`src/frf_pkg.sv`:
```
`timescale 1ns / 1ps
package frf_pkg;

  localparam int DEF_MAX_FAULTS = 1024;
  localparam int DEF_MAX_GROUPS = 4096;
  localparam int DEF_SIG_BITS   = 32;
  localparam int DEF_DICT_DEPTH = 1024;

  localparam int FID_W   = 10;
  localparam int SIG_W   = 32;
  localparam int GID_W   = 12;
  localparam int SZ_W    = 11;
  localparam int EPOCH_W = 8;
  localparam int QDEPTH  = 2;

  localparam logic [SZ_W-1:0] SZ_SAT = 11'd2047;

  typedef enum logic [1:0] {
    REQ_BEGIN  = 2'd0,
    REQ_REPORT = 2'd1,
    REQ_VEND   = 2'd2,
    REQ_QUERY  = 2'd3
  } req_e;

  typedef enum logic [1:0] {
    ST_OK         = 2'd0,
    ST_GROUPS_OUT = 2'd1,
    ST_DICT_FULL  = 2'd2,
    ST_BAD_ID     = 2'd3
  } status_e;

  typedef enum logic [0:0] {
    CFG_FAULT_COUNT = 1'b0,
    CFG_DROP        = 1'b1
  } cfg_e;

  typedef enum logic [2:0] {
    K_BEGIN  = 3'd0,
    K_REPORT = 3'd1,
    K_VEND   = 3'd2,
    K_QUERY  = 3'd3,
    K_BAD    = 3'd4
  } kind_e;

  typedef struct packed {
    kind_e             kind;
    logic [FID_W-1:0]  fid;
    logic [SIG_W-1:0]  key;
    logic [SZ_W-1:0]   live;
  } item_t;

endpackage

```
`src/frf_front.sv`:
```
`timescale 1ns / 1ps
module frf_front import frf_pkg::*; #(
  parameter int MAX_FAULTS = DEF_MAX_FAULTS,
  parameter int SIG_BITS   = DEF_SIG_BITS
) (
  input  logic             in_valid_i,
  input  logic [1:0]       req_type_i,
  input  logic [FID_W-1:0] fault_id_i,
  input  logic [SIG_W-1:0] signature_i,
  input  logic [SZ_W-1:0]  fault_count_i,
  input  logic             q_full_i,
  output logic             in_ready_o,
  output logic             push_o,
  output item_t            item_o
);

  localparam logic [SIG_W-1:0] SigMask =
    (SIG_BITS >= SIG_W) ? {SIG_W{1'b1}} : SIG_W'((64'd1 << SIG_BITS) - 64'd1);

  logic [SZ_W-1:0] live;
  logic            bad_id;

  // clamp the fault count to the map depth
  assign live   = (32'(fault_count_i) < 32'(MAX_FAULTS)) ? fault_count_i : SZ_W'(MAX_FAULTS);
  assign bad_id = 32'(fault_id_i) >= 32'(live);

  always_comb begin
    item_o.fid  = fault_id_i;
    item_o.key  = signature_i & SigMask;
    item_o.live = live;
    case (req_e'(req_type_i))
      REQ_BEGIN:  item_o.kind = K_BEGIN;
      REQ_VEND:   item_o.kind = K_VEND;
      REQ_REPORT: item_o.kind = bad_id ? K_BAD : K_REPORT;
      REQ_QUERY:  item_o.kind = bad_id ? K_BAD : K_QUERY;
      default:    item_o.kind = K_BAD;
    endcase
  end

  assign in_ready_o = !q_full_i;
  assign push_o     = in_valid_i && !q_full_i;

endmodule

```
`config.mk`:
```
export PLATFORM = sky130hd
export DESIGN_NAME = frf_front
export DESIGN_NICKNAME = d
export VERILOG_FILES = /design/src/frf_pkg.sv /design/src/frf_front.sv
export SDC_FILE = /design/constraint.sdc
export NUM_CORES = 1
export LEC_CHECK = 0
export BUFFER_PORTS_ARGS = -buffer_cell sky130_fd_sc_hd__buf_2
export CAP_MARGIN = 20
export CORE_MARGIN = 5
export CORE_UTILIZATION = 30
export DETAILED_ROUTE_END_ITERATION = 8
export PLACE_DENSITY = 0.86
export SKIP_LAST_GASP = 1
export SLEW_MARGIN = 20
export SYNTH_ARGS = -nofsm -noshare
export SYNTH_HDL_FRONTEND = slang
export SYNTH_SLANG_ARGS = --single-unit
```
`constraint.sdc`:
```
create_clock -name vclk -period 3.14
set_clock_uncertainty 0.05 [all_clocks]
set_input_delay 0.628 -clock vclk [all_inputs]
set_output_delay 0.628 -clock vclk [all_outputs]
set_load 0.02 [all_outputs]
```
==> results of run 1 <==
[cells in the final DEF, fill, tap and decap left out, types with 3 or more instances in the layout]
| master | Yosys | layout |
|---|---|---|
| nand2b_1 | 10 | 10 |
| a21oi_1 | 5 | 5 |
| nor2b_1 | 3 | 3 |
| buf_2 | 0 | 51 |
| ha_1 | 10 | 10 |
| nand2_1 | 6 | 6 |
| inv_1 | 12 | 12 |
[power by group through the flow]
stage	sequential [µW]	combinational, µW	clock [µW]
3_5_place_dp	0	103	0
6_report	0	101	0
4_1_cts	0	104	0
3_3_place_gp	0	102	0
5_1_grt	0	116	0
2_1_floorplan	0	130	0
[stage by stage]
| stage | hold WS (ps) | area [µm²] | setup slack (ps) |
|---|---|---|---|
| 6_report | 1210 | 653 | 427 |
| 5_1_grt | 1210 | 653 | 238 |
| 4_1_cts | 1210 | 653 | 402 |
| 3_5_place_dp | 1210 | 653 | 403 |
| 3_3_place_gp | 1210 | 653 | 428 |
| 2_1_floorplan | 1280 | 689 | 349 |
[worst max-delay path, stage by stage]
cell	delay (ps)
buf_2	160
nand2b_1	180
ha_1	290
a21oi_1	170
o21ai_2	80
a31oi_1	200
and3_1	170
buf_2	160
[layer usage]
layer | part of all wire | routed length [µm] | vias up | GRT usage
met5 | 0 | 0 | - | 0
met4 | 0.014 | 23 | 0 | 0.0132
met3 | 0.16 | 269 | 6 | 0.0423
met2 | 0.54 | 915 | 47 | 0.198
met1 | 0.28 | 473 | 242 | 0.0734
li1 | - | - | 287 | -
[kinds of logic after synthesis]
family,after synthesis,share of synthesized area
AO/OA/AOI/OAI,11,0.0998
adder cells (fa/ha/maj),10,0.181
buffers and inverters,56,0.539
AND/OR/NAND/NOR,22,0.180
[area by class of cell]
type / count / share of cell area
inverter: 12 / 0.0690
multi-input combinational: 43 / 0.487
tap: 28 / 0.0536
timing repair buffer: 51 / 0.391
[how the worst max path moves through the flow]
stage / startpoint / end / cells past startpoint
6_report: fault_count_i[10] / item_o[53] / 8
5_1_grt: fault_count_i[10] / item_o[53] / 8
4_1_cts: fault_count_i[10] / item_o[53] / 8
3_5_place_dp: fault_count_i[10] / item_o[53] / 8
3_3_place_gp: fault_count_i[10] / item_o[53] / 8
2_1_floorplan: fault_count_i[10] / item_o[55] / 7
==> metrics.md, run 1 <==
| Metric | Value |
|---|---|
| Sequential cells | `0` |
| Yosys warns | `0` |
| Type of destination of the critical path | `output pin` |
| Share of layout cells above drive strength 1 | `0.491` |
| CLK BUF | `0` |
| Via count | `582` |
| Placed insts | `134` |
| Comb power frac | `1.000` |
| Area share of the largest cell type after synthesis | `0.468` |
| Overflow after GRT | `0` |
| Post-CTS Hold Fix Bufs | `0` |
| Total Wirelength | `1.68 mm` |
| DRT iter0 DRCs | `13` |
| F_max | `369 MHz` |
| Routed vias/inst | `4.34` |
| Final net count | `175` |
| DRT Pass-1 Iters | `2` |
| Fillcell total | `267` |
| Drt drc | `0` |
| Final count of pins violating max slew | `0` |
| PD cells | `155 nW/µm²` |
| Ant. Diodes | `0` |
| Area leader, netlist | `buf_4` |
| Footprint of the multi-input gates | `318 µm²` |
| Clock power share | `0` |
| Final period utilization | `0.864` |
| Final non-filler cell total | `134` |
| Initial antenna violation count | `0` |
| Die Span Y | `57.9 µm` |
| Seq/Total Area, Yosys | `0` |
| Most common cell in the netlist | `buf_4` |
| Top post-synthesis cells by area | `buf_4 (47%), ha_1 (18%), nand2b_1 (9.1%)` |
| Post-CTS Setup Repair Bufs | `0` |
| Sequential fraction of design power | `0` |
| Final core utilization | `0.295` |
| Synth Instances | `99` |
| Switching pwr | `59.3 µW` |
| Die area | `3360 µm²` |
| # resized after CTS | `0` |
| Dpl hpwl | `1.59 mm` |
| Antenna-violating nets left | `0` |
| Average size of a mapped cell | `6.96 µm²` |
| Average wire per standard cell | `12.5 µm` |
| Startpoint Class | `primary input` |
| Hold Path Class | `in2out` |
| Leakage | `0.000444 µW` |
| Fin crit period | `2710 ps` |
| Synthesized net count | `166` |
| Max-Slew Margin vs Limit | `0.848` |
| Layout area overhead | `-5.26%` |
| Initial Utilization | `0.312` |
| CP Max Fanout | `14` |
| Critical path type | `in2out` |
| Setup TNS | `0 ps` |
| Hold Path End | `item_o[14]` |
| Final Hold Violating Endpoints | `0` |
| Total power draw | `101 µW` |
| VDD IR max | `0.0454 mV` |
| Port Buffer Count | `51` |
| Worst Tran Pin Value | `226 ps` |
| RSZ-0062 raised after global routing | `no` |
| Max-Cap Viols | `0` |
| HP Start | `signature_i[3]` |
| WHS Path Cells | `0` |
| Cell variety after synth | `17` |
| Synthesized area | `689 µm²` |
| Required @ worst endpoint | `2460 ps` |
| Core area | `2210 µm²` |
| Placer Congestion | `0.615` |
| Die X | `57.9 µm` |
| Critical Path AT | `2030 ps` |
| First-pass GRT wire length | `2.53 mm` |
| # IOs | `115` |
| Vias in the first global route | `549` |
| Status | `finished, final reports clean` |
| Register area | `0 µm²` |
| # rows | `17` |
| Internal | `42.1 µW` |
| Sw Ratio | `0.585` |
| Largest net degree at the start of global routing | `15` |
| Total GRT Usage | `0.0919` |
| Post-synth top cells | `buf_4 (43), inv_1 (12), ha_1 (10), nand2b_1 (10), nand2_1 (6)` |
| Final setup fails | `0` |
No activity file was read; power rests on OpenSTA's default activity.
==> run 2, diff against run 1 <==
--- a/config.mk
+++ b/config.mk
@@ -10,7 +10,7 @@
 export CORE_MARGIN = 5
 export CORE_UTILIZATION = 30
 export DETAILED_ROUTE_END_ITERATION = 8
-export PLACE_DENSITY = 0.86
+export PLACE_DENSITY = 0.95
 export SKIP_LAST_GASP = 1
 export SLEW_MARGIN = 20
 export SYNTH_ARGS = -nofsm -noshare
==> metrics.md, run 2 (same netlist as run 1, synthesis figures left out) <==
| Metric | Value |
|---|---|
| Routed vias/inst | `4.37` |
| Total Wirelength | `1.69 mm` |
| Placer Congestion | `0.728` |
| Critical Path AT | `2110 ps` |
| Max-Cap Viols | `0` |
| Leakage | `0.000444 µW` |
| Largest net degree at the start of global routing | `15` |
| Internal | `42.5 µW` |
| Core area | `2210 µm²` |
| Sequential fraction of design power | `0` |
| Setup TNS | `0 ps` |
| VDD IR max | `0.0499 mV` |
| RSZ-0062 raised after global routing | `no` |
| Total GRT Usage | `0.0897` |
| CP Max Fanout | `14` |
| M1 GR Usage | `0.0865` |
| DRT Pass-1 Iters | `3` |
| Commonest non-fill, non-tap cells in the layout | `buf_2 (51), inv_1 (12), nand2b_1 (10), ha_1 (10), nand2_1 (6)` |
| Die area | `3360 µm²` |
| Clock power share | `0` |
| Worst path slowest cell | `ha_1` |
| DRT iter0 DRCs | `15` |
| Post-CTS Hold Fix Bufs | `0` |
| Drt drc | `0` |
| Startpoint Class | `primary input` |
| Layout area overhead | `-5.26%` |
| # rows | `17` |
| Hold Path Class | `in2out` |
| F_max | `358 MHz` |
| Critical path type | `in2out` |
| Fillcell total | `265` |
| Port Buffer Count | `51` |
| Post-CTS Setup Repair Bufs | `0` |
| Ant. Diodes | `0` |
| CLK BUF | `0` |
| Register area | `0 µm²` |
| Initial Utilization | `0.312` |
| Final core utilization | `0.295` |
| Overflow after GRT | `0` |
| Final Hold Violating Endpoints | `0` |
| Type of destination of the critical path | `output pin` |
| Comb power frac | `1.000` |
| Final setup fails | `0` |
| Via count | `586` |
| GR peak layer | `met2` |
| GR Util met3 | `0.0290` |
| Status | `finished, final reports clean` |
| Worst Tran Pin Value | `302 ps` |
| # IOs | `115` |
| Dpl hpwl | `1.53 mm` |
| Commonest non-fill, non-tap cell in the layout | `buf_2` |
| Die Span Y | `57.9 µm` |
| Fin crit period | `2790 ps` |
| First-pass GRT wire length | `2.45 mm` |
| Sw Ratio | `0.591` |
| Slowest cell delay on critical path | `310 ps` |
| Average wire per standard cell | `12.6 µm` |
| Final period utilization | `0.889` |
| Vias in the first global route | `578` |
| Required @ worst endpoint | `2460 ps` |
| Share of layout cells above drive strength 1 | `0.491` |
| Switching pwr | `61.3 µW` |
| Antenna-violating nets left | `0` |
| PD cells | `159 nW/µm²` |
| Final count of pins violating max slew | `0` |
| # resized after CTS | `0` |
| Sequential cells | `0` |
| Max-Slew Margin vs Limit | `0.797` |
| GR Layer Usage met2 | `0.166` |
| Final net count | `175` |
| Die X | `57.9 µm` |
| Crit-path cells | `buf_2 > nand2b_1 > ha_1 > a21oi_1 > o21ai_0 > a21oi_1 > o211a_1 > buf_2` |
| Initial antenna violation count | `0` |
## run 2: cell counts in the layout (fill, tap and decap cells not counted)
Identical to the previous run, type by type.
## run 2: metrics by stage
stage	instance area, µm²	cells	setup WS (ps)	hold slack (ps)	power [µW]
after floorplan	689	99	349	1280	130
after global placement	653	134	445	1210	101
after detailed placement	653	134	338	1210	105
after CTS	653	134	331	1210	106
after global routing	653	134	137	1210	117
final	653	134	349	1210	104
## run 2: routing by layer
metal	wire (µm)	share of wire
met5	0	0
met4	76	0.045
met3	253	0.15
met2	808	0.48
met1	546	0.32
## run 2: path summary, 6_finish.rpt
path,startpoint,endpoint,slack [ps],cells past startpoint
setup / recovery,fault_count_i[10],item_o[54],350,8
hold / removal,signature_i[3],item_o[14],1210,0
## run 2: power by group through the flow
stage	logic (µW)	registers, µW	clock network [µW]
after floorplan	130	0	0
after global placement	101	0	0
after detailed placement	105	0	0
after CTS	106	0	0
after global routing	117	0	0
final	104	0	0
## run 2: area by class of cell
class | count | area, µm² | area share
Tap cell | 28 | 35.0 | 0.0536
Timing Repair Buffer | 51 | 255 | 0.391
Inverter | 12 | 45.0 | 0.0690
Multi-Input combinational cell | 43 | 318 | 0.487
## run 2: worst max-delay path: cells and delay by family
kind | cells | cell delay, ps
compound gates | 4 | 650
fa+ha+maj | 1 | 310
simple gates | 1 | 190
buf+inv | 2 | 330
==> run 3, diff against run 2 <==
==> constraint.sdc (replaced) <==
create_clock -name vclk -period 3.14
set_clock_uncertainty 0.05 [all_clocks]
set_input_delay 0.628 -clock vclk [all_inputs]
set_output_delay 0.628 -clock vclk [all_outputs]
set_load 0.1 [all_outputs]
==> metrics.md, run 3 (same netlist as run 1, synthesis figures left out) <==
| Metric | Value |
|---|---|
| Status | `finished, final reports clean` |
| Commonest non-fill, non-tap cell in the layout | `buf_2` |
| Routed vias/inst | `4.18` |
| Final setup fails | `0` |
| Overflow after GRT | `0` |
| Final Worst Setup Slack | `257 ps` |
| Hold Path Class | `in2out` |
| Startpoint Class | `primary input` |
| # rows | `17` |
| # resized after CTS | `0` |
| Total power draw | `233 µW` |
| Ant. Diodes | `0` |
| VDD IR max | `0.105 mV` |
| Initial antenna violation count | `0` |
| Placer Congestion | `0.631` |
| Fin crit period | `2880 ps` |
| DRT Pass-1 Iters | `4` |
| CLK BUF | `0` |
| Crit path buffers/inverters | `2` |
| Port Buffer Count | `51` |
| Leakage | `0.000459 µW` |
| Crit-path cells | `buf_2 > nand2b_1 > ha_1 > a21oi_1 > o21ai_2 > a31oi_1 > and3_2 > buf_12` |
| Initial Utilization | `0.312` |
| Average wire per standard cell | `11.8 µm` |
| Drt drc | `0` |
| Pre-CTS setup slack | `251 ps` |
| Die Span Y | `57.9 µm` |
| Core area | `2210 µm²` |
| Total Wirelength | `1.58 mm` |
| RSZ-0062 raised after global routing | `no` |
| Layout area overhead | `4.17%` |
| Final Hold Violating Endpoints | `0` |
| PD cells | `324 nW/µm²` |
| Final net count | `175` |
| Critical path's top delay family | `compound AO/OA/AOI/OAI gates` |
| Post-CTS Setup Repair Bufs | `0` |
| F_max | `347 MHz` |
| Slowest cell delay on critical path | `290 ps` |
| # IOs | `115` |
| Die area | `3360 µm²` |
| Max-Slew Margin vs Limit | `0.672` |
| Worst Tran Pin Value | `496 ps` |
| First-pass GRT wire length | `2.13 mm` |
| Vias in the first global route | `500` |
| Critical Path AT | `2210 ps` |
| Critical path type | `in2out` |
| Dpl hpwl | `1.45 mm` |
| Antenna-violating nets left | `0` |
| Largest net degree at the start of global routing | `15` |
| Commonest non-fill, non-tap cells in the layout | `buf_2 (48), inv_1 (12), nand2b_1 (10), ha_1 (10), nand2_1 (6)` |
| Final period utilization | `0.918` |
| Total GRT Usage | `0.0774` |
| Required @ worst endpoint | `2460 ps` |
| Via count | `560` |
| Max-Cap Viols | `0` |
| CP Max Fanout | `14` |
| Post-CTS Hold Fix Bufs | `0` |
| Register area | `0 µm²` |
| Worst path slowest cell | `ha_1` |
| Type of destination of the critical path | `output pin` |
| DRT iter0 DRCs | `7` |
| Die X | `57.9 µm` |
| Final count of pins violating max slew | `0` |
| Share of layout cells above drive strength 1 | `0.528` |
| Sequential cells | `0` |
-- run 3: layout make-up --
| cell class | count | area [µm²] |
|---|---|---|
| fillers | 257 | 1490 |
| inverters | 12 | 45.0 |
| multi-input cells | 43 | 338 |
| repair buffers | 51 | 300 |
| well taps | 28 | 35.0 |
-- run 3: final timing paths --
kind              start         end  slack [ps]  cells past startpoint
max   fault_count_i[10]  item_o[53]         260                      8
min     signature_i[11]  item_o[22]        1210                      0
-- run 3: routing by layer --
metal  routed length (µm)  up-vias  GRT usage
met5                    0        -          0
met4                   92        0     0.0464
met3                  265       14     0.0267
met2                  661       43      0.127
met1                  558      218     0.0852
li1                     -      285          -
-- run 3: report_power, final --
group / internal [µW] / total, µW / leakage (µW) / switching [µW]
clock: 0 / 0 / 0 / 0
sequential: 0 / 0 / 0 / 0
combinational: 54.9 / 233 / 0.000459 / 178
total: 54.9 / 233 / 0.000459 / 178
-- run 3: per-stage QoR --
step | hold slack (ps) | instances | setup TNS, ps | cell area [µm²] | util
2_1_floorplan | 1410 | 99 | -397 | 709 | -
3_3_place_gp | 1210 | 134 | 0 | 718 | 0.325
3_5_place_dp | 1210 | 134 | 0 | 718 | 0.325
4_1_cts | 1210 | 134 | 0 | 718 | 0.325
5_1_grt | 1210 | 134 | 0 | 718 | 0.325
6_report | 1210 | 134 | 0 | 718 | 0.325
