===== src/frf_pkg.sv =====
`timescale 1ns / 1ps
package frf_pkg;

  localparam int DEF_MAX_FAULTS = 1024;
  localparam int DEF_MAX_GROUPS = 4096;
  localparam int DEF_SIG_BITS   = 32;
  localparam int DEF_DICT_DEPTH = 1024;

  localparam int FID_W   = 10;
  localparam int SIG_W   = 32;
  localparam int GID_W   = 12;
  localparam int SZ_W    = 11;
  localparam int EPOCH_W = 8;
  localparam int QDEPTH  = 2;

  localparam logic [SZ_W-1:0] SZ_SAT = 11'd2047;

  typedef enum logic [1:0] {
    REQ_BEGIN  = 2'd0,
    REQ_REPORT = 2'd1,
    REQ_VEND   = 2'd2,
    REQ_QUERY  = 2'd3
  } req_e;

  typedef enum logic [1:0] {
    ST_OK         = 2'd0,
    ST_GROUPS_OUT = 2'd1,
    ST_DICT_FULL  = 2'd2,
    ST_BAD_ID     = 2'd3
  } status_e;

  typedef enum logic [0:0] {
    CFG_FAULT_COUNT = 1'b0,
    CFG_DROP        = 1'b1
  } cfg_e;

  typedef enum logic [2:0] {
    K_BEGIN  = 3'd0,
    K_REPORT = 3'd1,
    K_VEND   = 3'd2,
    K_QUERY  = 3'd3,
    K_BAD    = 3'd4
  } kind_e;

  typedef struct packed {
    kind_e             kind;
    logic [FID_W-1:0]  fid;
    logic [SIG_W-1:0]  key;
    logic [SZ_W-1:0]   live;
  } item_t;

endpackage


===== src/frf_queue.sv =====
`timescale 1ns / 1ps
module frf_queue import frf_pkg::*; (
  input  logic  clk_i,
  input  logic  rst_ni,
  input  logic  push_i,
  input  item_t item_i,
  input  logic  pop_i,
  output logic  valid_o,
  output logic  full_o,
  output item_t head_o
);

  localparam int PW = (QDEPTH > 1) ? $clog2(QDEPTH) : 1;
  localparam int CW = $clog2(QDEPTH + 1);

  item_t           mem_q [QDEPTH];
  logic [PW-1:0]   wp_q, rp_q;
  logic [CW-1:0]   cnt_q;

  assign valid_o = cnt_q != '0;
  assign full_o  = cnt_q == CW'(QDEPTH);
  assign head_o  = mem_q[rp_q];

  always_ff @(posedge clk_i or negedge rst_ni) begin
    if (!rst_ni) begin
      wp_q  <= '0;
      rp_q  <= '0;
      cnt_q <= '0;
    end else begin
      if (push_i) wp_q <= (32'(wp_q) == QDEPTH - 1) ? '0 : wp_q + 1'b1;
      if (pop_i)  rp_q <= (32'(rp_q) == QDEPTH - 1) ? '0 : rp_q + 1'b1;
      if (push_i && !pop_i)      cnt_q <= cnt_q + 1'b1;
      else if (pop_i && !push_i) cnt_q <= cnt_q - 1'b1;
    end
  end

  always_ff @(posedge clk_i) begin
    if (push_i) mem_q[wp_q] <= item_i;
  end

endmodule


===== config.mk =====
export PLATFORM = sky130hd
export DESIGN_NAME = frf_queue
export DESIGN_NICKNAME = d
export VERILOG_FILES = /design/src/frf_pkg.sv /design/src/frf_queue.sv
export SDC_FILE = /design/constraint.sdc
export NUM_CORES = 1
export LEC_CHECK = 0
export BUFFER_PORTS_ARGS = -buffer_cell sky130_fd_sc_hd__buf_2
export CORE_UTILIZATION = 52
export DETAILED_ROUTE_END_ITERATION = 8
export PLACE_DENSITY = 0.79
export SLEW_MARGIN = 10
export SYNTH_ARGS = -nofsm -noshare
export SYNTH_HDL_FRONTEND = slang
export SYNTH_SLANG_ARGS = --single-unit

===== constraint.sdc =====
create_clock -name clk_i -period 4.9 [get_ports clk_i]
set_input_delay 0 -clock clk_i [delete_from_list [all_inputs] [get_ports clk_i]]
set_output_delay 0 -clock clk_i [all_outputs]
set_load 0.005 [all_outputs]

==> impl_results.md, run 1 <==
* Status: complete, no violations
* Cell Int Power at 0.00258 W
* Clock group share of total power at a little over a third
* Count of final max-slew check failures at 0
* Via density at between 4 and 5
* First-pass GRT wire length at around 13,000 µm
* GPL Wtd Cong at roughly 0.65
* Mapped Area at 4350 µm²
* Reg power frac at 43.0%
* CTS tree: built
* Sequential fraction of the synthesis area at 79.6%
* Post-synthesis cell count at 190
* Max clock buf depth at 2
* GRT Overall Usage at 20.3%
* Core area at between 7000 and 8000 µm²
* Final wirelength at 8140 µm
* Slew headroom at 36.8%
* Post-synth net total at 251
* Initial antenna violation count at 0
* Nature of the critical path startpoint: flip-flop
* Vias in the first global route at approximately 2,600
* Final Hold Viols at 0
* Worst EP required at 4.90 ns
* Worst-Margin Slew at 0.948 ns
* FMAX at 0.465 GHz
* # H-tree levels at 4
* Length of the first detailed-routing pass in iterations at 4
* Tmin final at 2.15 ns
* Final Setup Violations at 0
* Final Cycle Share at 43.9%
* Post-DP HPWL at 4440 µm
* Synth cell types at 14
* Kind of critical path: reg -> out
* Clk_lat worst skew at 0.50 ns
* Worst vdd ir at 0.410 mV
* Kind of path behind the tightest hold check: in -> reg
* Switching Share at 25.6%
* FF+latch count, synth at 116
* Worst Path Arrival at around 2.2 ns
* Worst-path clk slew at ~0.06 ns
* Chip Width at 93.5 µm
* Layout net count at ~440
* Final Power at 0.00347 W
* Vias at 2,434
* Antenna cells at 0
* CTS Root Cell: clkbuf_8
* DRT iter0 DRCs at 79
* Number of I/O pins at 118
* Wire per inst at 16.4 µm
* Die area at 8740 µm²
* Setup slack, reg-to-reg at about 3.1 ns
* Die Ht at 93.5 µm
* DRC violations left at 0
* Combinational Power Share at 22.3%
* Setup Skew at about 0.0055 ns
* Critical Path Sink Type: output port
* Lkg Pwr at 2.48 nW
* Total gr overflow at 0
* Layout cells sized above 1 at 53.4%
* Initial Util at 54.9%
* CTS Buf Count at 17
* Syn. warnings at 0
* Max-cap violations at 0
* RSZ-0062 raised after global routing: false
* Pwr Density at 556 nW/µm²
* # rows at 32
* Fill cell total of the finished layout at ~440
* Total negative slack at 0 ns
* Crit-path max FO at 57
* IO Port Bufs at 117
* Layout area overhead at 43.3%
* Syn Area/Cell at 22.9 µm²
* DRT antenna net count at 0
* Sink Count at 116
* P_sw at between 0.0008 and 0.0009 W
* Largest net degree at the start of global routing at 58
[timing repair]
action,in CTS,in global routing
buffers inserted,0,0
endpoints found under the hold margin,119,0
hold buffers,60,0
resized for setup,0,0
[synth_stat cells (all sizes together)]
master	instances	area (µm²)
edfxtp	112	3360
mux2	56	743
buf	6	55.1
dfrtp	4	100
xor2	4	35.0
nor2b	2	12.5
and2	1	6.26
ha	1	12.5
inv	1	3.75
nor2	1	3.75
or2	1	6.26
xnor2	1	8.76
[final cells by class]
| cell class | instances | area [µm²] | share of cell area (%) |
|---|---|---|---|
| Multi-Input combinational cell | 67 | 837 | 13.4 |
| Sequential cell | 116 | 3470 | 55.6 |
| Tap cell | 102 | 128 | 2.05 |
| Clock buffer | 17 | 414 | 6.64 |
| Inverter | 1 | 3.75 | 0.0602 |
| Timing Repair Buffer | 179 | 1200 | 19.3 |
| Clock inverter | 15 | 185 | 2.97 |
[power by group through the flow]
stage	Combinational, W	Sequential (W)	Clock [W]
after floorplan	0.000568	0.00139	0
after global placement	0.000726	0.00150	0
after detailed placement	0.000732	0.00151	0
after CTS	0.000775	0.00149	0.00122
after global routing	0.000831	0.00152	0.00126
final	0.000772	0.00149	0.00120
[worst paths after layout]
kind / startpoint / to / depth (start not counted)
min in group asynchronous: rst_ni / cnt_q[1]$_DFFE_PN0P_ / 3
hold / removal: item_i[54] / mem_q[1][54]$_DFFE_PP_ / 2
setup reg to reg: wp_q$_DFFE_PN0P_ / mem_q[1][15]$_DFFE_PP_ / 2
hold reg to reg: cnt_q[1]$_DFFE_PN0P_ / cnt_q[1]$_DFFE_PN0P_ / 1
max in group asynchronous: rst_ni / rp_q$_DFFE_PN0P_ / 3
setup / recovery: rp_q$_DFFE_PN0P_ / head_o[40] / 2
[critical path, stage by stage, from the launching register on]
cell	delay (ns)
dfrtp_4	1.03
mux2_2	0.43
buf_2	0.13
[sequential cells by signal, indices dropped and copies added (netlist names)]
register  cells
wp_q          1
cnt_q         2
mem_q       112
rp_q          1
[logic make-up after synthesis]
kind of cell | count (synthesis) | share of synthesized area [%]
flip-flops | 116 | 79.6
multiplexers | 56 | 17.1
buffers and inverters | 7 | 1.35
XOR/XNOR | 5 | 1.01
AND/OR/NAND/NOR | 5 | 0.662
adder cells (fa/ha/maj) | 1 | 0.288
[routing by layer]
layer,part of all wire (%),vias to the layer above,GRT usage [%]
met3,7.2,19,8.29
met1,38,1180,20.8
met5,0,-,0
li1,-,1140,-
met4,1.5,0,8.08
met2,53,95,36.6
[per-stage QoR]
| stage | hold slack, ns | area, µm² | std cells | utilization (%) | setup slack [ns] |
|---|---|---|---|---|---|
| 6_report | 0.223 | 6240 | 497 | 78.7 | 2.75 |
| 4_1_cts | 0.191 | 6240 | 497 | 78.7 | 2.73 |
| 5_1_grt | 0.206 | 6240 | 497 | 78.7 | 2.68 |
| 3_5_place_dp | -0.188 | 5040 | 405 | 63.5 | 3.06 |
| 3_3_place_gp | -0.193 | 5040 | 405 | 63.5 | 3.08 |
| 2_1_floorplan | -0.296 | 4350 | 190 | - | 1.53 |
[cells in the final DEF (no fill, tap or decap)]
master	Yosys	layout
mux2_2	26	26
xor2_1	4	4
buf_4	0	2
and2_2	0	1
or2_2	1	1
dlygate4sd3_1	0	60
bufinv_16	0	3
xnor2_1	1	1
inv_1	1	1
nor2b_1	2	1
dfrtp_4	0	1
nor2_1	1	1
clkinv_4	0	4
ha_1	1	1
mux2_4	30	30
buf_2	2	117
edfxtp_1	112	112
clkbuf_16	0	16
nor2b_4	0	1
dfrtp_1	4	3
clkinvlp_4	0	8
clkbuf_8	0	1
No activity file was read; power rests on OpenSTA's default activity.
==> run 2: changes to the inputs <==
--- a/config.mk
+++ b/config.mk
@@ -5,10 +5,11 @@
 export SDC_FILE = /design/constraint.sdc
 export NUM_CORES = 1
 export LEC_CHECK = 0
+export ABC_AREA = 1
 export BUFFER_PORTS_ARGS = -buffer_cell sky130_fd_sc_hd__buf_2
-export CORE_UTILIZATION = 52
+export CORE_UTILIZATION = 47
 export DETAILED_ROUTE_END_ITERATION = 8
-export PLACE_DENSITY = 0.79
+export PLACE_DENSITY = 0.76
 export SLEW_MARGIN = 10
 export SYNTH_ARGS = -nofsm -noshare
 export SYNTH_HDL_FRONTEND = slang
==> constraint.sdc (replaced) <==
create_clock -name clk_i -period 1.9 [get_ports clk_i]
set_input_delay 0 -clock clk_i [delete_from_list [all_inputs] [get_ports clk_i]]
set_output_delay 0 -clock clk_i [all_outputs]
set_load 0.005 [all_outputs]
==> run 2 against run 1 <==
Against the previous run:
- the flow now finishes with violations (DRC)
- routed wire length is 1.1% lower
- count of clock-buffer cells in the layout rose by 2
- global-route usage shrank 2.7 points
- clock power up 150%
- hold slack worse by 0.0012 ns
- die area grew 11%
- non-clock buffer count increased by 6
- via count is 1.9% higher
- area after synthesis up 0.40%
- critical endpoint is now head_o[27]
- largest cell class unchanged
==> impl_results.md, run 2 <==
* Post-synth net total at 260 (+3.6%)
* RSZ-0062 raised after global routing: false
* Cell Int Power at 0.00675 W (+160%)
* Status: complete, but fails checks
* Count of final max-slew check failures at 0 (unchanged)
* DRC violations left at 1 (+1)
* Asr flop ratio synth at 3.45% (unchanged)
* DRT antenna net count at 0 (unchanged)
* Via density at 4.79 (-2.2%)
* Vias in the first global route at 2,679 (+3.2%)
* Slew headroom at 73.8% (+37 points)
* Wire per inst at 15.5 µm (-5.1%)
* Slack of the critical path at 0.199 ns (-2.55 ns)
* CTS tree: built
* GPL Wtd Cong at 0.680 (+4.8%)
* Nature of the critical path startpoint: flip-flop
* Syn Area/Cell at 21.9 µm² (-4.1%)
* Worst Path Arrival at 1.70 ns (-0.45 ns)
* Largest net degree at the start of global routing at 39 (-33%)
* Final Setup Violations at 0 (unchanged)
* Post-CTS sizing at 0 (unchanged)
* Total gr overflow at 0 (unchanged)
* Clock group share of total power at 32.9% (-1.8 points)
* Largest registers: mem_q x112, cnt_q x2
* Final Cycle Share at 89.5%
* Max-cap violations at 0 (unchanged)
* Kind of critical path: reg -> out
* Failing checks: DRC
* CTS Buf Count at 17 (unchanged)
* Max reg flops at 112 (unchanged)
* Final Hold Viols at 0 (unchanged)
* Commonest cells in the netlist: edfxtp_1, mux2_4, mux2_2
* Setup Skew at 0.00403 ns (-0.00144 ns)
* Kind of path behind the tightest hold check: in -> reg
* Lkg Pwr at 2.55 nW (+2.9%)
* CTS Root Cell: clkbuf_8
* Synth Flop Type: edfxtp_1
* Die Ht at 98.4 µm (+5.3%)
* Share of the synthesized area in the top cell type at 77.0% (-0.31 points)
* First-pass GRT wire length at 12,500 µm (+0.34%)
* Post-synthesis cell count at 199 (+4.7%)
* Post-Place Cells at 424 (+4.7%)
* Top-count cell post-synth: edfxtp_1
* Post-synth EDFFs at 112 (unchanged)
* Final wirelength at 8040 µm (-1.1%)
* # H-tree levels at 4 (unchanged)
* Largest Register: mem_q
* Core Util, Final at 71.6% (-7.1 points)
* P_sw at 0.00224 W (+150%)
* Crit-path max FO at 26 (-54%)
* Commonest non-fill, non-tap cell in the layout: buf_2
* Area leader, netlist: edfxtp_1
* Hold_sp: item_i[32]
* Initial Util at 49.4% (-5.5 points)
* Chip Width at 98.4 µm (+5.3%)
* Core area at 8850 µm² (+12%)
* Critical Path Sink Type: output port
* Setup WS pre-CTS at 0.527 ns (-2.53 ns)
* Worst EP required at 1.90 ns (-3.00 ns)
* Commonest cells after routing, fill and taps aside: buf_2, edfxtp_1, dlygate4sd3_1
* Layout net count at 458 (+3.4%)
* FMAX at 0.588 GHz
* Sequential fraction of the synthesis area at 79.3% (-0.32 points)
* Reg2reg start: wp_q$_DFFE_PN0P_
* Pwr Density at 1420 nW/µm² (+160%)
* Clk_lat worst skew at 0.50 ns (about the same)
* Die area at 9680 µm² (+11%)
* Worst-Margin Slew at 0.392 ns (-0.556 ns)
* Area contributors post-synth: edfxtp_1, mux2_4, mux2_2
* Sink Count at 116 (unchanged)
* Non-filler cells, final at 518 (+4.2%)
* Post-DP HPWL at 4820 µm (+8.6%)
* Tmin final at around 1.7 ns
* Switching Share at 24.9% (-0.69 points)
* Number of I/O pins at 118 (unchanged)
* IO Port Bufs at 117 (unchanged)
* Synth cell types at 14 (unchanged)
* Worst-path clk slew at 0.05 ns (about the same)
* Syn. warnings at 0 (unchanged)
* Reg power frac at 39.7% (-3.3 points)
* Total negative slack at 0 ns (unchanged)
* Length of the first detailed-routing pass in iterations at 8 (+4)
* FF+latch count, synth at 116 (unchanged)
* Max clock buf depth at 2 (unchanged)
* DRT iter0 DRCs at 91 (+15%)
* Initial antenna violation count at 1 (+1)
* Layout area overhead at 45.0%
* Layout cells sized above 1 at 51.3% (-2.1 points)
* Vias at 2,480 (+1.9%)
* Worst Setup SP: rp_q$_DFFE_PN0P_
* Worst vdd ir at 0.955 mV (+130%)
* Combinational Power Share at 27.3% (+5.0 points)
* # rows at 34 (+6.3%)
* GRT Overall Usage at 17.6% (-2.7 points)
* Mapped Area at 4370 µm² (+0.40%)
## run 2: changes by cell type after synthesis, moves of 2 or more
cell | previous run | this run
inv_1 | 1 | 7
nand2_1 | 0 | 6
nor2b_1 | 2 | 0
xor2_1 | 4 | 2
## run 2: logic make-up (layout without fill, tap and decap cells)
group                      after synthesis  after routing  share of synthesized area, %
DFF                                    116            116                          79.3
muxes                                   56             56                          17.0
adders and majority gates                1              1                         0.286
xor gates and xnor gates                 3              3                         0.602
buffers and inverters                   13            223                          1.86
and+or+nand+nor                         10             10                         0.945
other                                    0              1                             0
## run 2: power groups by stage
stage                     registers [W]  logic (W)  clock network, W
after detailed placement        0.00369    0.00227                 0
final                           0.00357    0.00245           0.00296
after floorplan                 0.00356    0.00148                 0
after CTS                       0.00357    0.00248           0.00302
after global routing            0.00362    0.00265           0.00312
after global placement          0.00365    0.00224                 0
## run 2: timing repair
action,4_1_cts,5_1_grt
endpoints found under the hold margin,128,0
hold buffers,60,0
setup buffers,2,0
endpoints found under the setup margin,11,0
## run 2: metrics by stage
stage	hold slack (ns)	total power, W	instance area (µm²)
6_report	0.222	0.00899	6330
5_1_grt	0.211	0.00939	6330
4_1_cts	0.196	0.00908	6330
3_5_place_dp	-0.178	0.00596	5160
3_3_place_gp	-0.180	0.00590	5160
2_1_floorplan	-0.296	0.00504	4380
## run 2: worst paths after layout
check,slack [ns],end,depth (start not counted)
worst max-delay path,0.20,head_o[27],3
worst max register to register,0.54,mem_q[0][17]$_DFFE_PP_,2
max in group asynchronous,1.25,rp_q$_DFFE_PN0P_,3
min in group asynchronous,0.43,wp_q$_DFFE_PN0P_,3
worst min-delay path,0.22,mem_q[1][32]$_DFFE_PP_,2
worst min register to register,0.49,cnt_q[1]$_DFFE_PN0P_,2
## run 2: cell type report
type | count | area [µm²]
Sequential cell | 116 | 3470
Fill cell | 570 | 2510
Timing Repair Buffer | 185 | 1310
Multi-Input combinational cell | 70 | 831
Clock buffer | 19 | 422
Clock inverter | 12 | 139
Tap cell | 108 | 135
Inverter | 7 | 30.0
Antenna cell | 1 | 2.50
## run 2: worst max-delay path, stage by stage (launching register included)
cell,delay [ns]
dfrtp_4,0.46
buf_12,0.20
mux2_2,0.38
buf_2,0.13
## run 2: per-layer routing
metal,up-vias,track usage (%),wire [µm]
met5,-,0,0
met3,12,5.30,464
met1,1196,19.5,3170
met4,0,8.38,95
met2,103,31.2,4310
li1,1169,-,-
==> run 3: changes to the inputs <==
--- a/config.mk
+++ b/config.mk
@@ -7,9 +7,8 @@
 export LEC_CHECK = 0
 export ABC_AREA = 1
 export BUFFER_PORTS_ARGS = -buffer_cell sky130_fd_sc_hd__buf_2
-export CORE_UTILIZATION = 47
+export CORE_UTILIZATION = 29
 export DETAILED_ROUTE_END_ITERATION = 8
-export PLACE_DENSITY = 0.76
 export SLEW_MARGIN = 10
 export SYNTH_ARGS = -nofsm -noshare
 export SYNTH_HDL_FRONTEND = slang
==> constraint.sdc (replaced) <==
create_clock -name clk_i -period 1.9 [get_ports clk_i]
set_input_delay 0.095 -clock clk_i [delete_from_list [all_inputs] [get_ports clk_i]]
set_output_delay 0.095 -clock clk_i [all_outputs]
set_load 0.005 [all_outputs]
==> run 3 against run 2 <==
Against the previous run:
- critical path depth unchanged
- sequential share of layout area down 0.29 points
- setup slack better by 0.00057 ns
- register-to-register slack better by 0.07 ns
- flip-flop and latch count unchanged
- clock power about the same
- the flow now finishes without violations
- clock skew up 0.0011 ns
- hold slack worse by 0.19 ns
- largest power group unchanged
- utilization down 28 points
==> impl_results.md, run 3 (synthesis gave the netlist of run 2 again) <==
* Kind of path behind the tightest hold check: in -> async
* Max reg flops at 112 (unchanged)
* Nature of the critical path startpoint: flip-flop
* Commonest non-fill, non-tap cell in the layout: buf_2
* Total gr overflow at 0 (unchanged)
* Largest Register: mem_q
* First-pass GRT wire length at 13,300 µm (+5.8%)
* Max clock buf depth at 2 (unchanged)
* Slew headroom at 77.4% (+3.6 points)
* Final Setup Violations at 0 (unchanged)
* Final Cycle Share at 89.5% (about the same)
* Reg2reg start: wp_q$_DFFE_PN0P_
* Setup WS pre-CTS at 0.594 ns (+0.0674 ns)
* Clk_lat worst skew at 0.41 ns (-0.09 ns)
* Post-DP HPWL at 5140 µm (+6.6%)
* DRC violations left at 0 (-1)
* Core area at 14,600 µm² (+65%)
* Max-cap violations at 0 (unchanged)
* DRT antenna net count at 0 (unchanged)
* Pwr Density at 1390 nW/µm² (-1.8%)
* Setup Skew at 0.00515 ns (+0.00112 ns)
* Initial antenna violation count at 0 (-1)
* Status: complete, no violations
* Placed inst area at 5230 µm² (+1.4%)
* CTS tree: built
* IO Port Bufs at 117 (unchanged)
* Die Ht at 125 µm (+27%)
* # rows at 44 (+29%)
* Worst Path Arrival at 1.61 ns (-0.09 ns)
* Kind of critical path: reg -> out
* Vias at 2,481 (+0.040%)
* CTS Buf Count at 17 (unchanged)
* Delay-heaviest family, CP: flip-flops
* Worst r2r dst: mem_q[1][13]$_DFFE_PP_
* Tmin final at 1.70 ns (-0.000575 ns)
* Wire per inst at 13.8 µm (-11%)
* Worst EP required at 1.80 ns (-0.10 ns)
* Setup bufs post-CTS at 0 (-2)
* Worst-Margin Slew at 0.339 ns (-0.0531 ns)
* Largest net degree at the start of global routing at 36 (-7.7%)
* FMAX at 0.588 GHz (about the same)
* Setup slack, reg-to-reg at 0.61 ns (+0.07 ns)
* Final wirelength at 8190 µm (+1.8%)
* RSZ-0062 raised after global routing: false
* Commonest cells after routing, fill and taps aside: buf_2, edfxtp_1, dlygate4sd3_1
* FF-to-FF path depth at 3 (+1)
* Lkg Pwr at 2.54 nW (-0.46%)
* CP Cell Sequence: buf_12 > mux2_2 > buf_2
* CTS Root Cell: clkbuf_16
* Final Hold Viols at 0 (unchanged)
* Crit-path max FO at 35 (+35%)
* DRT iter0 DRCs at 94 (+3.3%)
* Design area at 6370 µm² (+0.53%)
* Vias in the first global route at 2,736 (+2.1%)
* Chip Width at 125 µm (+27%)
* Layout net count at 457 (-0.22%)
* GRT Overall Usage at 11.6% (-6.1 points)
* Total negative slack at 0 ns (unchanged)
* Slack of the critical path at 0.199 ns (+0.000575 ns)
* Layout cells sized above 1 at 51.6% (+0.24 points)
* Via density at 4.18 (-13%)
* Critical Path Sink Type: output port
* Buf+Inv Stages, Crit Path at 2 (unchanged)
* Sink Count at 116 (unchanged)
* Post-CTS sizing at 0 (unchanged)
* Largest stage delay, worst path at 0.44 ns (-0.02 ns)
* Count of final max-slew check failures at 0 (unchanged)
* CP max stage cell: dfrtp_4
* Core Util, Final at 43.7% (-28 points)
* Antenna cells at 0 (-1)
* GPL Wtd Cong at 0.668 (-1.8%)
* Worst-path clk slew at 0.05 ns (about the same)
* Final Power at 0.00888 W (-1.2%)
* Worst vdd ir at 0.792 mV (-17%)
* Number of I/O pins at 118 (unchanged)
* Largest registers: mem_q x112, cnt_q x2
* Length of the first detailed-routing pass in iterations at 4 (-4)
* Die area at 15,600 µm² (+61%)
* # H-tree levels at 4 (unchanged)
* Initial Util at 29.9% (-19 points)
* Hold_buf cts at 59 (-1.7%)
* Layout area overhead at 45.8%
==> run 3: power by group <==
group | leakage [nW] | total (W) | internal (W) | switching, W
Combinational | 1.18 | 0.00239 | 0.00132 | 0.00106
Sequential | 1.10 | 0.00355 | 0.00341 | 0.000146
Clock | 0.269 | 0.00294 | 0.00189 | 0.00104
Total | 2.54 | 0.00888 | 0.00662 | 0.00225
==> run 3: layout make-up <==
class	count	area, µm²
well taps	184	230
clock inverters	13	116
fillers	1313	8220
inverters	7	30.0
multi-input cells	70	831
clock buffers	19	433
flip-flops and latches	116	3470
repair buffers	184	1260
==> run 3: worst max path at each step <==
stage / start / end / cells past startpoint
floorplan: wp_q$_DFFE_PN0P_ / mem_q[1][0]$_DFFE_PP_ / 2
global placement: rp_q$_DFFE_PN0P_ / head_o[47] / 3
detailed placement: wp_q$_DFFE_PN0P_ / mem_q[1][4]$_DFFE_PP_ / 3
CTS: rp_q$_DFFE_PN0P_ / head_o[47] / 3
global route: rp_q$_DFFE_PN0P_ / head_o[47] / 3
finish: rp_q$_DFFE_PN0P_ / head_o[47] / 3
==> run 3: through the flow <==
stage,hold WS [ns],std cells
global route,0.0290,593
CTS,0.0101,593
detailed placement,-0.0863,502
floorplan,-0.201,199
global placement,-0.0917,502
finish,0.0297,593
==> run 3: metal layers <==
metal  wire (µm)  track usage (%)  share of wire [%]  up-vias
li1            -                -                  -     1167
met1        3380             12.2                 41     1216
met2        4160             19.2                 51       89
met3         544             6.06                6.6        9
met4          95             4.89                1.2        0
met5           0                0                  0        -
